==> config.mk <==
export PLATFORM = sky130hd
export DESIGN_NAME = arm_status_frame_parser_unit
export DESIGN_NICKNAME = d
export VERILOG_FILES = /design/src/sv/asfp_pkg.sv /design/src/sv/asfp_cell.sv /design/src/sv/asfp_result.sv /design/src/sv/arm_status_frame_parser_unit.sv
export SDC_FILE = /design/constraint.sdc
export NUM_CORES = 1
export LEC_CHECK = 0
export BUFFER_PORTS_ARGS = -buffer_cell sky130_fd_sc_hd__buf_2
export CORE_UTILIZATION = 40
export DETAILED_ROUTE_END_ITERATION = 10
export GPL_ROUTABILITY_DRIVEN = 0
export GPL_TIMING_DRIVEN = 1
export MAX_ROUTING_LAYER = met4
export SYNTH_ARGS = -nofsm -noshare
export SYNTH_HDL_FRONTEND = slang
export SYNTH_SLANG_ARGS = --single-unit
==> constraint.sdc <==
create_clock -name i_clk -period 4.16 [get_ports i_clk]
set_input_delay 0.416 -clock i_clk [delete_from_list [all_inputs] [get_ports i_clk]]
set_output_delay 0.416 -clock i_clk [all_outputs]
set_load 0.01 [all_outputs]
==> src/sv/asfp_pkg.sv <==
`timescale 1ns / 1ps
// Shared types and constants for the arm status frame parser.
// No dependencies; used by the result stage, the top level and the testbench.
package asfp_pkg;

    // Frame geometry: begin marker, six value bytes, kind byte, end marker.
    localparam int FRAME_LEN  = 9;
    localparam int STORE_LEN  = FRAME_LEN - 1;
    localparam int IDX_W      = 4;
    localparam int CFG_IDX_W  = 3;
    localparam int CFG_DATA_W = 16;
    localparam int VALUE_W    = 17;
    localparam int KIND_W     = 2;

    // Frame byte positions.
    localparam int POS_X    = 1;
    localparam int POS_Y    = 3;
    localparam int POS_Z    = 5;
    localparam int POS_KIND = 7;

    // Largest kind code that produces a result.
    localparam logic [7:0] KIND_MAX      = 8'd3;
    localparam logic [7:0] KIND_POSITION = 8'd0;

    // Configuration register indexes.
    typedef enum logic [CFG_IDX_W-1:0] {
        CFG_BYTE_ORDER   = 3'd0,
        CFG_BEGIN_MARKER = 3'd1,
        CFG_END_MARKER   = 3'd2,
        CFG_ORIGIN_X     = 3'd3,
        CFG_ORIGIN_Y     = 3'd4,
        CFG_ORIGIN_Z     = 3'd5
    } t_cfg_idx;

    // Configuration register set handed to the result stage.
    typedef struct packed {
        logic               byte_order;
        logic [7:0]         begin_marker;
        logic [7:0]         end_marker;
        logic signed [15:0] origin_x;
        logic signed [15:0] origin_y;
        logic signed [15:0] origin_z;
    } t_cfg;

    // Frame bytes 0 to 7, index j holds frame byte j.
    typedef logic [STORE_LEN-1:0][7:0] t_frame;

endpackage

==> src/sv/asfp_cell.sv <==
`timescale 1ns / 1ps
// One byte cell of the frame shift chain.
// Depends on nothing; instantiated in a row by the top level.
module asfp_cell (
    input  logic       i_clk,
    input  logic       i_shift,
    input  logic [7:0] i_byte,
    output logic [7:0] o_byte
);

    logic [7:0] r_byte;

    // Take the neighbor's byte whenever the chain advances.
    always_ff @(posedge i_clk) begin
        if (i_shift) begin
            r_byte <= i_byte;
        end
    end

    assign o_byte = r_byte;

endmodule

==> src/sv/asfp_result.sv <==
`timescale 1ns / 1ps
// Result stage: end marker and kind check, value unpacking, origin offset,
// and the output register. Depends on asfp_pkg.
module asfp_result (
    input  logic                                 i_clk,
    input  logic                                 i_rst_n,
    input  logic                                 i_last,
    input  logic [7:0]                           i_rx_byte,
    input  asfp_pkg::t_frame                     i_frame,
    input  asfp_pkg::t_cfg                       i_cfg,
    input  logic                                 i_out_stall,
    output logic                                 o_out_valid,
    output logic [asfp_pkg::KIND_W-1:0]          o_frame_kind,
    output logic signed [asfp_pkg::VALUE_W-1:0]  o_value_x,
    output logic signed [asfp_pkg::VALUE_W-1:0]  o_value_y,
    output logic signed [asfp_pkg::VALUE_W-1:0]  o_value_z
);

    logic                                r_valid;
    logic [asfp_pkg::KIND_W-1:0]         r_kind;
    logic signed [asfp_pkg::VALUE_W-1:0] r_x;
    logic signed [asfp_pkg::VALUE_W-1:0] r_y;
    logic signed [asfp_pkg::VALUE_W-1:0] r_z;

    logic                                w_load;
    logic                                w_pos;
    logic [7:0]                          w_kind;
    logic signed [asfp_pkg::VALUE_W-1:0] w_x;
    logic signed [asfp_pkg::VALUE_W-1:0] w_y;
    logic signed [asfp_pkg::VALUE_W-1:0] w_z;

    // Join two bytes in the configured order and widen with sign.
    function automatic logic signed [asfp_pkg::VALUE_W-1:0] unpack(
        input logic [7:0] a,
        input logic [7:0] b,
        input logic       msb_first
    );
        logic [15:0] w;
        begin
            w = msb_first ? {a, b} : {b, a};
            return {w[15], w};
        end
    endfunction

    // Sign-extend an origin register to the value width.
    function automatic logic signed [asfp_pkg::VALUE_W-1:0] widen(
        input logic signed [15:0] v
    );
        return {v[15], v};
    endfunction

    // Decide whether the closing byte completes a good frame.
    assign w_kind = i_frame[asfp_pkg::POS_KIND];
    assign w_load = i_last && (i_rx_byte == i_cfg.end_marker)
                    && (w_kind <= asfp_pkg::KIND_MAX);
    assign w_pos  = (w_kind == asfp_pkg::KIND_POSITION);

    // Unpack the three values; position frames are taken relative to origin.
    always_comb begin
        w_x = unpack(i_frame[asfp_pkg::POS_X], i_frame[asfp_pkg::POS_X + 1],
                     i_cfg.byte_order);
        w_y = unpack(i_frame[asfp_pkg::POS_Y], i_frame[asfp_pkg::POS_Y + 1],
                     i_cfg.byte_order);
        w_z = unpack(i_frame[asfp_pkg::POS_Z], i_frame[asfp_pkg::POS_Z + 1],
                     i_cfg.byte_order);
        if (w_pos) begin
            w_x = w_x - widen(i_cfg.origin_x);
            w_y = w_y - widen(i_cfg.origin_y);
            w_z = w_z - widen(i_cfg.origin_z);
        end
    end

    // Output register: a new word loads only when the previous one is gone.
    always_ff @(posedge i_clk) begin
        if (!i_rst_n) begin
            r_valid <= 1'b0;
        end else if (w_load) begin
            r_valid <= 1'b1;
        end else if (!i_out_stall) begin
            r_valid <= 1'b0;
        end
    end

    always_ff @(posedge i_clk) begin
        if (w_load) begin
            r_kind <= w_kind[asfp_pkg::KIND_W-1:0];
            r_x    <= w_x;
            r_y    <= w_y;
            r_z    <= w_z;
        end
    end

    assign o_out_valid  = r_valid;
    assign o_frame_kind = r_kind;
    assign o_value_x    = r_x;
    assign o_value_y    = r_y;
    assign o_value_z    = r_z;

endmodule

==> src/sv/arm_status_frame_parser_unit.sv <==
`timescale 1ns / 1ps
// Arm status frame parser: one received byte per accepted word; a good frame
// yields one result word in the cycle after its end marker byte is accepted.
// Throughput is one byte every cycle while o_in_stall is low; the byte chain
// shifts once per stored byte, the result register loads as the last drains.
// Synchronous active-low reset clears the byte counter (hunting for the begin
// marker), the output valid and the configuration registers to their defaults.
module arm_status_frame_parser_unit (
    input  logic                                   i_clk,
    input  logic                                   i_rst_n,
    input  logic                                   i_cfg_we,
    input  logic [asfp_pkg::CFG_IDX_W-1:0]         i_cfg_index,
    input  logic [asfp_pkg::CFG_DATA_W-1:0]        i_cfg_data,
    input  logic                                   i_in_valid,
    output logic                                   o_in_stall,
    input  logic [7:0]                             i_rx_byte,
    output logic                                   o_out_valid,
    input  logic                                   i_out_stall,
    output logic [asfp_pkg::KIND_W-1:0]            o_frame_kind,
    output logic signed [asfp_pkg::VALUE_W-1:0]    o_value_x,
    output logic signed [asfp_pkg::VALUE_W-1:0]    o_value_y,
    output logic signed [asfp_pkg::VALUE_W-1:0]    o_value_z
);

    asfp_pkg::t_cfg                    r_cfg;
    logic [asfp_pkg::IDX_W-1:0]        r_byte_idx;
    logic [asfp_pkg::IDX_W-1:0]        n_byte_idx;

    logic                              w_accept;
    logic                              w_hunting;
    logic                              w_shift;
    logic                              w_last;
    logic [7:0]                        w_cell [asfp_pkg::STORE_LEN];
    asfp_pkg::t_frame                  w_frame;

    // Configuration registers.
    always_ff @(posedge i_clk) begin
        if (!i_rst_n) begin
            r_cfg.byte_order   <= 1'b1;
            r_cfg.begin_marker <= 8'h00;
            r_cfg.end_marker   <= 8'hFF;
            r_cfg.origin_x     <= '0;
            r_cfg.origin_y     <= '0;
            r_cfg.origin_z     <= '0;
        end else if (i_cfg_we) begin
            unique case (i_cfg_index)
                asfp_pkg::CFG_BYTE_ORDER:   r_cfg.byte_order   <= i_cfg_data[0];
                asfp_pkg::CFG_BEGIN_MARKER: r_cfg.begin_marker <= i_cfg_data[7:0];
                asfp_pkg::CFG_END_MARKER:   r_cfg.end_marker   <= i_cfg_data[7:0];
                asfp_pkg::CFG_ORIGIN_X:     r_cfg.origin_x     <= i_cfg_data;
                asfp_pkg::CFG_ORIGIN_Y:     r_cfg.origin_y     <= i_cfg_data;
                asfp_pkg::CFG_ORIGIN_Z:     r_cfg.origin_z     <= i_cfg_data;
                default: ;
            endcase
        end
    end

    // Input handshake: hold off only while a finished word waits downstream.
    assign o_in_stall = o_out_valid && i_out_stall;
    assign w_accept   = i_in_valid && !o_in_stall;

    // Frame tracking: a count of zero (or out of range) means hunting.
    assign w_hunting = (r_byte_idx == '0)
                       || (r_byte_idx >= asfp_pkg::IDX_W'(asfp_pkg::FRAME_LEN));
    assign w_last    = w_accept && !w_hunting
                       && (r_byte_idx == asfp_pkg::IDX_W'(asfp_pkg::STORE_LEN));
    assign w_shift   = w_accept && (w_hunting ? (i_rx_byte == r_cfg.begin_marker)
                                              : !w_last);

    always_comb begin
        n_byte_idx = r_byte_idx;
        if (w_accept) begin
            if (w_hunting) begin
                n_byte_idx = (i_rx_byte == r_cfg.begin_marker) ? 4'd1 : 4'd0;
            end else if (w_last) begin
                n_byte_idx = '0;
            end else begin
                n_byte_idx = r_byte_idx + 4'd1;
            end
        end
    end

    always_ff @(posedge i_clk) begin
        if (!i_rst_n) begin
            r_byte_idx <= '0;
        end else begin
            r_byte_idx <= n_byte_idx;
        end
    end

    // Row of byte cells: new bytes enter cell 0 and move one cell per shift,
    // so after the eight stored bytes frame byte j sits in cell 7 - j.
    genvar k;
    generate
        for (k = 0; k < asfp_pkg::STORE_LEN; k++) begin : g_cell
            asfp_cell u_cell (
                .i_clk  (i_clk),
                .i_shift(w_shift),
                .i_byte ((k == 0) ? i_rx_byte : w_cell[(k == 0) ? 0 : k - 1]),
                .o_byte (w_cell[k])
            );
            assign w_frame[asfp_pkg::STORE_LEN - 1 - k] = w_cell[k];
        end
    endgenerate

    // Result stage with output register.
    asfp_result u_result (
        .i_clk       (i_clk),
        .i_rst_n     (i_rst_n),
        .i_last      (w_last),
        .i_rx_byte   (i_rx_byte),
        .i_frame     (w_frame),
        .i_cfg       (r_cfg),
        .i_out_stall (i_out_stall),
        .o_out_valid (o_out_valid),
        .o_frame_kind(o_frame_kind),
        .o_value_x   (o_value_x),
        .o_value_y   (o_value_y),
        .o_value_z   (o_value_z)
    );

    // The byte counter never leaves the frame range.
    a_idx_range: assert property (@(posedge i_clk) disable iff (!i_rst_n)
        r_byte_idx <= asfp_pkg::IDX_W'(asfp_pkg::STORE_LEN))
        else $error("byte counter out of range");

    // A new result word follows only the acceptance of a closing byte.
    a_result_cause: assert property (@(posedge i_clk) disable iff (!i_rst_n)
        $rose(o_out_valid) |-> $past(w_last))
        else $error("result word without a closing byte");

    // A non-marker byte seen while hunting keeps the parser hunting.
    a_hunt_stays: assert property (@(posedge i_clk) disable iff (!i_rst_n)
        (w_accept && r_byte_idx == '0 && i_rx_byte != r_cfg.begin_marker)
        |=> (r_byte_idx == '0))
        else $error("left hunting without a begin marker");

endmodule

# After elaboration in Yosys (flattened, before gate mapping)
# Cells that the tools add are included.
totals:
  input_bits: 32
  ram_bits: 0
  latch_bits: 0
  mem_bits_ro: 0
  word_cells: 66
  n_memories: 0
  reg_bits: 179
classes:
  mul: 0
  n_eq_ne: 9
  div: 0
  addsub: 4
  n_bitwise: 0
  n_shift: 0
  n_reduce_logical: 20
  n_mux: 12
  n_lt_le_gt_ge: 2
op_table:
  columns: ["op", "count"]
  rows:
  - ["$mux 17", 3]
  - ["$sub 16x16->17", 3]
  - ["$mux 16", 3]
  - ["$eq 8x8->1", 2]
  - ["$reduce_and 2->1", 6]
  - ["$le 8x2->1 const B", 1]
  - ["$logic_not 8->1", 1]
  - ["$mux 4", 2]
  - ["$logic_and 1x1->1", 7]
  - ["$eq 3x2->1 const B", 2]
  - ["$eq 3x3->1 const B", 2]
  - ["$add 4x1->4 const B", 1]
  - ["$eq 4x4->1 const B", 1]
  - ["$ge 4x4->1 const B", 1]
  - ["$logic_not 4->1", 1]
  - ["$mux 1", 4]
  - ["$eq 3x1->1 const B", 1]
  - ["$logic_not 1->1", 3]
  - ["$logic_not 3->1", 1]
  - ["$ne 2x1->1 const B", 1]
  - ["$logic_or 1x1->1", 1]

# Depth between registers and ports, before layout
logic_depth:
  depth_word: 8
  depth_mapped: 12
  depth_no_buf: 10

# Hierarchy
# Synthesis repeated with hierarchy kept, for this count alone.
unflattened:
  hier_cells: 1003
  area_unflattened_um2: 10253.6
by_module_without_submodules:
  columns: ["module", "instances", "area_per_inst_um2", "seq_area_each_um2", "cells_each"]
  rows:
  - ["asfp_result", 1, 5429.0, 1611.5, 601]
  - ["arm_status_frame_parser_unit", 1, 2902.8, 1381.3, 338]
  - ["asfp_cell", 8, 240.2, 240.2, 8]

# Worst setup path after synthesis
# Ideal clock, no wire load.
synth_timing:
  path_kind: "reg2reg"
  startpoint: "reg r_cfg[64] (netlist bit)"
  endpoint: "reg u_result.r_x, in the netlist u_result.o_value_x[14] (data pin)"
  synth_period_minus_slack_ps: 3004
  path_slack_ps: 1156
  required_ps: 3896
  stages_incl_launch_ff: 13
  arrival_time_ps: 2739
  setup_ps: 264
  cell_sequence: "dfxtp_1 > buf_2 > buf_2 > mux2i_1 > ha_1 > inv_1 > fa_1 > a211oi_1 > o31ai_2 > o2111ai_2 > nand2_1 > nor4_1 > o31ai_1"
synth_via:
  elab_chain_len: 3
synth_rtl:
  columns: ["element", "line_no", "text"]
  rows:
  - ["start: declaration", "arm_status_frame_parser_unit.sv:25", "asfp_pkg::t_cfg r_cfg;"]
  - ["$mux 16 (*)", "asfp_result.sv:40", "w = msb_first ? {a, b} : {b, a};"]
  - ["$sub 16x16->17", "asfp_result.sv:67", "w_x = w_x - widen(i_cfg.origin_x);"]
  - ["$mux 17 (*)", "asfp_result.sv:66", "if (w_pos) begin"]
  - ["via u_result.w_x (one bit)", "asfp_result.sv:28", "logic signed [asfp_pkg::VALUE_W-1:0] w_x;"]
  - ["end signal: assignment", "asfp_result.sv:87", "r_x <= w_x;"]
  - ["end: declaration", "asfp_result.sv:21", "logic signed [asfp_pkg::VALUE_W-1:0] r_x;"]
# The timed path passes the listed nets; every way through them passes the cells marked *.
# A chain may end at the register's enable or synchronous reset.

# Worst setup path after layout
# Ends and elaborated chain as after synthesis.

==> summary.txt <==
Run status
  – Status: finished clean

Clock network
  – Clk slew on worst S/H paths: roughly 0.070 ns
  – Root buf cell: clkbuf_16
  – CTS sink cnt: 179
  – Post-CTS Setup Bufs: 0
  – # H-tree levels: 4
  – CTS tree: yes
  – Clk_lat worst skew: 0.43 ns
  – Clk buf depth: 2
  – PostCTS Resize Cnt: 0
  – Cts hold-fix bufs: 0
  – TritonCTS buffer count: 17

Drt
  – Total number of vias: ~7300
  – Drt first pass iters: 4
  – Vias per std cell: 5.19
  – Final WL: roughly 24 mm
  – Detailed Route Iter0 Violations: 410
  – Drt drc: 0
  – Wirelength per Cell: 16.9 um
  – Antenna Violating Nets Remaining: 0

Layout
  – Final nets: 1148
  – Syn-to-layout area delta: 13.9%
  – Final std cells w/o fill: 1398
  – Post-layout util: 0.463
  – Share of layout cells above drive strength 1: 0.189
  – N_diodes: 0

Placement
  – IO Port Bufs: 86
  – Cells after DPL: about 1400
  – Pre-CTS setup slack: roughly 0.89 ns
  – DP HPWL: around 17 mm

Synth
  – Sequential share of the synthesized area: 0.476
  – Synth Cell Area: 0.00983 mm^2
  – Yosys reg bits: 179
  – Cells after Synth: 986
  – Mean post-synth cell area: 9.97 um^2
  – Syn_nets: 1073
  – Ys flop type: edfxtp_1
  – Yosys cell types: 61
  – Fraction of synthesis flops using an asynchronous set or reset pin: 0
  – EDFF count, synth: 109
  – Synth warnings: 0

Timing
  – Fmax: 304 MHz
  – Crit path time final: 3.29 ns
  – Worst-margin pin slew: between 0.8 and 0.9 ns
  – Fin worst setup slack: slightly below 0.9 ns
  – Max-slew headroom at the worst pin: 0.453
  – Final hold vios: 0
  – Slew Viols, Final: 0
  – Clock Skews: around 0.012 ns
  – RSZ-0062 raised after global routing: false
  – Setup TNS: 0 ns
  – Post-route clock period utilization: 0.791
  – Final count of negative-setup-slack endpoints: 0

Die
  – Die Wd: 159 um
  – Die ar.: roughly 0.025 mm^2
  – Core Region: 0.0242 mm^2
  – Initial core utilization: 0.407
  – Die height: 159 um
  – Core Rows: between 50 and 60
  – I/O pin count: between 80 and 90

Worst setup path
  – R2r startpoint: r_cfg[64]
  – CP peak stage delay: roughly 0.6 ns
  – Required time worst endpoint: about 4.3 ns
  – Crit start category: register
  – Max FO, Critical Path: 16
  – Register-to-register setup slack: 0.87 ns
  – CP Cell Sequence: buf_4 > mux2_2 > fa_1 > a211oi_1 > o31ai_2 > o2111ai_2 > nand2_1 > nor4_1 > o31ai_1
  – Critical path arrival: 3.47 ns
  – Reg2reg end: u_result.o_value_x[14]
  – Critical path capture point type: register
  – Crit path max-delay cell type: dfxtp_2
  – Depth of the worst register-to-register path: 9
  – CP Class: register to register

Global routing
  – Overall Global Routing Usage: 0.194
  – Largest net degree at the start of global routing: 71
  – Total congestion overflow: 0
  – Global-route wire length before repair: roughly 37 mm
  – Initial antenna violation count: 0
  – Vias in the first global route: just under 7000

Flow run
  – Max-Cap Viols: 0

Power
  – Leakage: 0.00404 uW
  – Pwr/cell area: 345 mW/mm^2
  – Max rail drop VDD: 0.264 mV

Worst hold path
  – HP Class: input port to register
  – Hold endpoint: g_cell[0].u_cell.o_byte[5]
  – HP Start: i_rx_byte[5]
  – Hold path depth: 1
==> layout make-up <==
cell class	count	area [um^2]
Sequential cell	179	4680
Tap cell	324	405
Inverter	55	206
Multi-Input combinational cell	712	4770
Timing Repair Buffer	96	531
Fill cell	2288	13000
Clock buffer	19	433
Clock inverter	13	174
==> power breakdown <==
group	internal, uW	total (uW)	switching, uW
Sequential	1880	1890	11.6
Combinational	121	294	172
Clock	959	1680	723
Total	2960	3870	907
==> through the flow <==
stage / cell area, um^2 / power, uW / hold WS, ns
after global placement: 10600 / 2220 / 0.435
after detailed placement: 10600 / 2220 / 0.455
after global routing: 11200 / 4000 / 0.208
after CTS: 11200 / 3900 / 0.211
final: 11200 / 3870 / 0.233
after floorplan: 9830 / 2140 / 0.427
==> sequential cells by signal, summed over array words and instances, names as in the netlist <==
signal and count:
u_result.o_value_y 17, u_result.o_value_x 17, r_cfg 65, g_cell.u_cell.o_byte 56, r_byte_idx 4, u_result.o_value_z 17
u_result.o_frame_kind 2, u_result.o_out_valid 1
==> critical path: cells and delay by family, from the launching register on <==
family	cells	cell delay (ns)
buffers and inverters	1	0.31
adder cells (fa/ha/maj)	1	0.46
multiplexers	1	0.40
AO/OA/AOI/OAI	4	0.86
flip-flops	1	0.59
AND/OR/NAND/NOR	2	0.40
==> metal layers <==
metal,part of all wire,wire [um],GRT usage
met5,0,0,-
met3,0.031,739,0.0311
met2,0.47,11100,0.303
met1,0.49,11600,0.265
met4,0.0071,168,0.0441
==> cells by family after synthesis <==
| kind of cell | after synthesis | synth area share |
|---|---|---|
| AOI/OAI and AO/OA | 230 | 0.163 |
| xor gates and xnor gates | 42 | 0.0374 |
| adders and majority gates | 55 | 0.0723 |
| buffers and inverters | 95 | 0.0396 |
| DFF | 179 | 0.476 |
| muxes | 61 | 0.0687 |
| and+or+nand+nor | 324 | 0.144 |
==> synth_stat cells, types with 21 or more instances <==
master    number  area (um^2)
nand3_1       25          125
a21oi_1       53          265
mux2_2        52          586
dfxtp_1       70         1400
nor2_1        58          218
xnor2_1       33          289
ha_1          52          651
inv_1         55          206
o21ai_0       23          115
clkbuf_1      21         78.8
edfxtp_1     109         3270
a21boi_0      59          443
nand2_1      176          661
==> how the worst max path moves through the flow <==
stage / startpoint / to / slack [ns] / cells past startpoint
after floorplan: r_cfg[64] / u_result.o_value_x[14] / 1.16 / 12
after CTS: r_cfg[64] / u_result.o_value_x[14] / 0.86 / 9
final: r_cfg[64] / u_result.o_value_x[14] / 0.87 / 9
after global routing: r_cfg[64] / u_result.o_value_x[14] / 0.69 / 9
after global placement: r_cfg[64] / u_result.o_value_x[14] / 0.97 / 9
after detailed placement: r_cfg[64] / u_result.o_value_x[14] / 0.89 / 9
==> placed cells by master (no fill, tap or decap), types with 16 or more instances in the layout <==
| cell type | netlist | layout |
|---|---|---|
| edfxtp_1 | 109 | 109 |
| nand2_1 | 176 | 176 |
| nand3_1 | 25 | 24 |
| a21boi_0 | 59 | 59 |
| buf_2 | 17 | 86 |
| dfxtp_1 | 70 | 69 |
| o21a_1 | 16 | 16 |
| a21oi_1 | 53 | 53 |
| inv_1 | 55 | 55 |
| nor2_1 | 58 | 58 |
| o21ai_0 | 23 | 23 |
| mux2_2 | 52 | 52 |
| clkbuf_16 | 0 | 17 |
| ha_1 | 52 | 52 |
| xnor2_1 | 33 | 33 |
No activity file was read; power rests on OpenSTA's default activity.
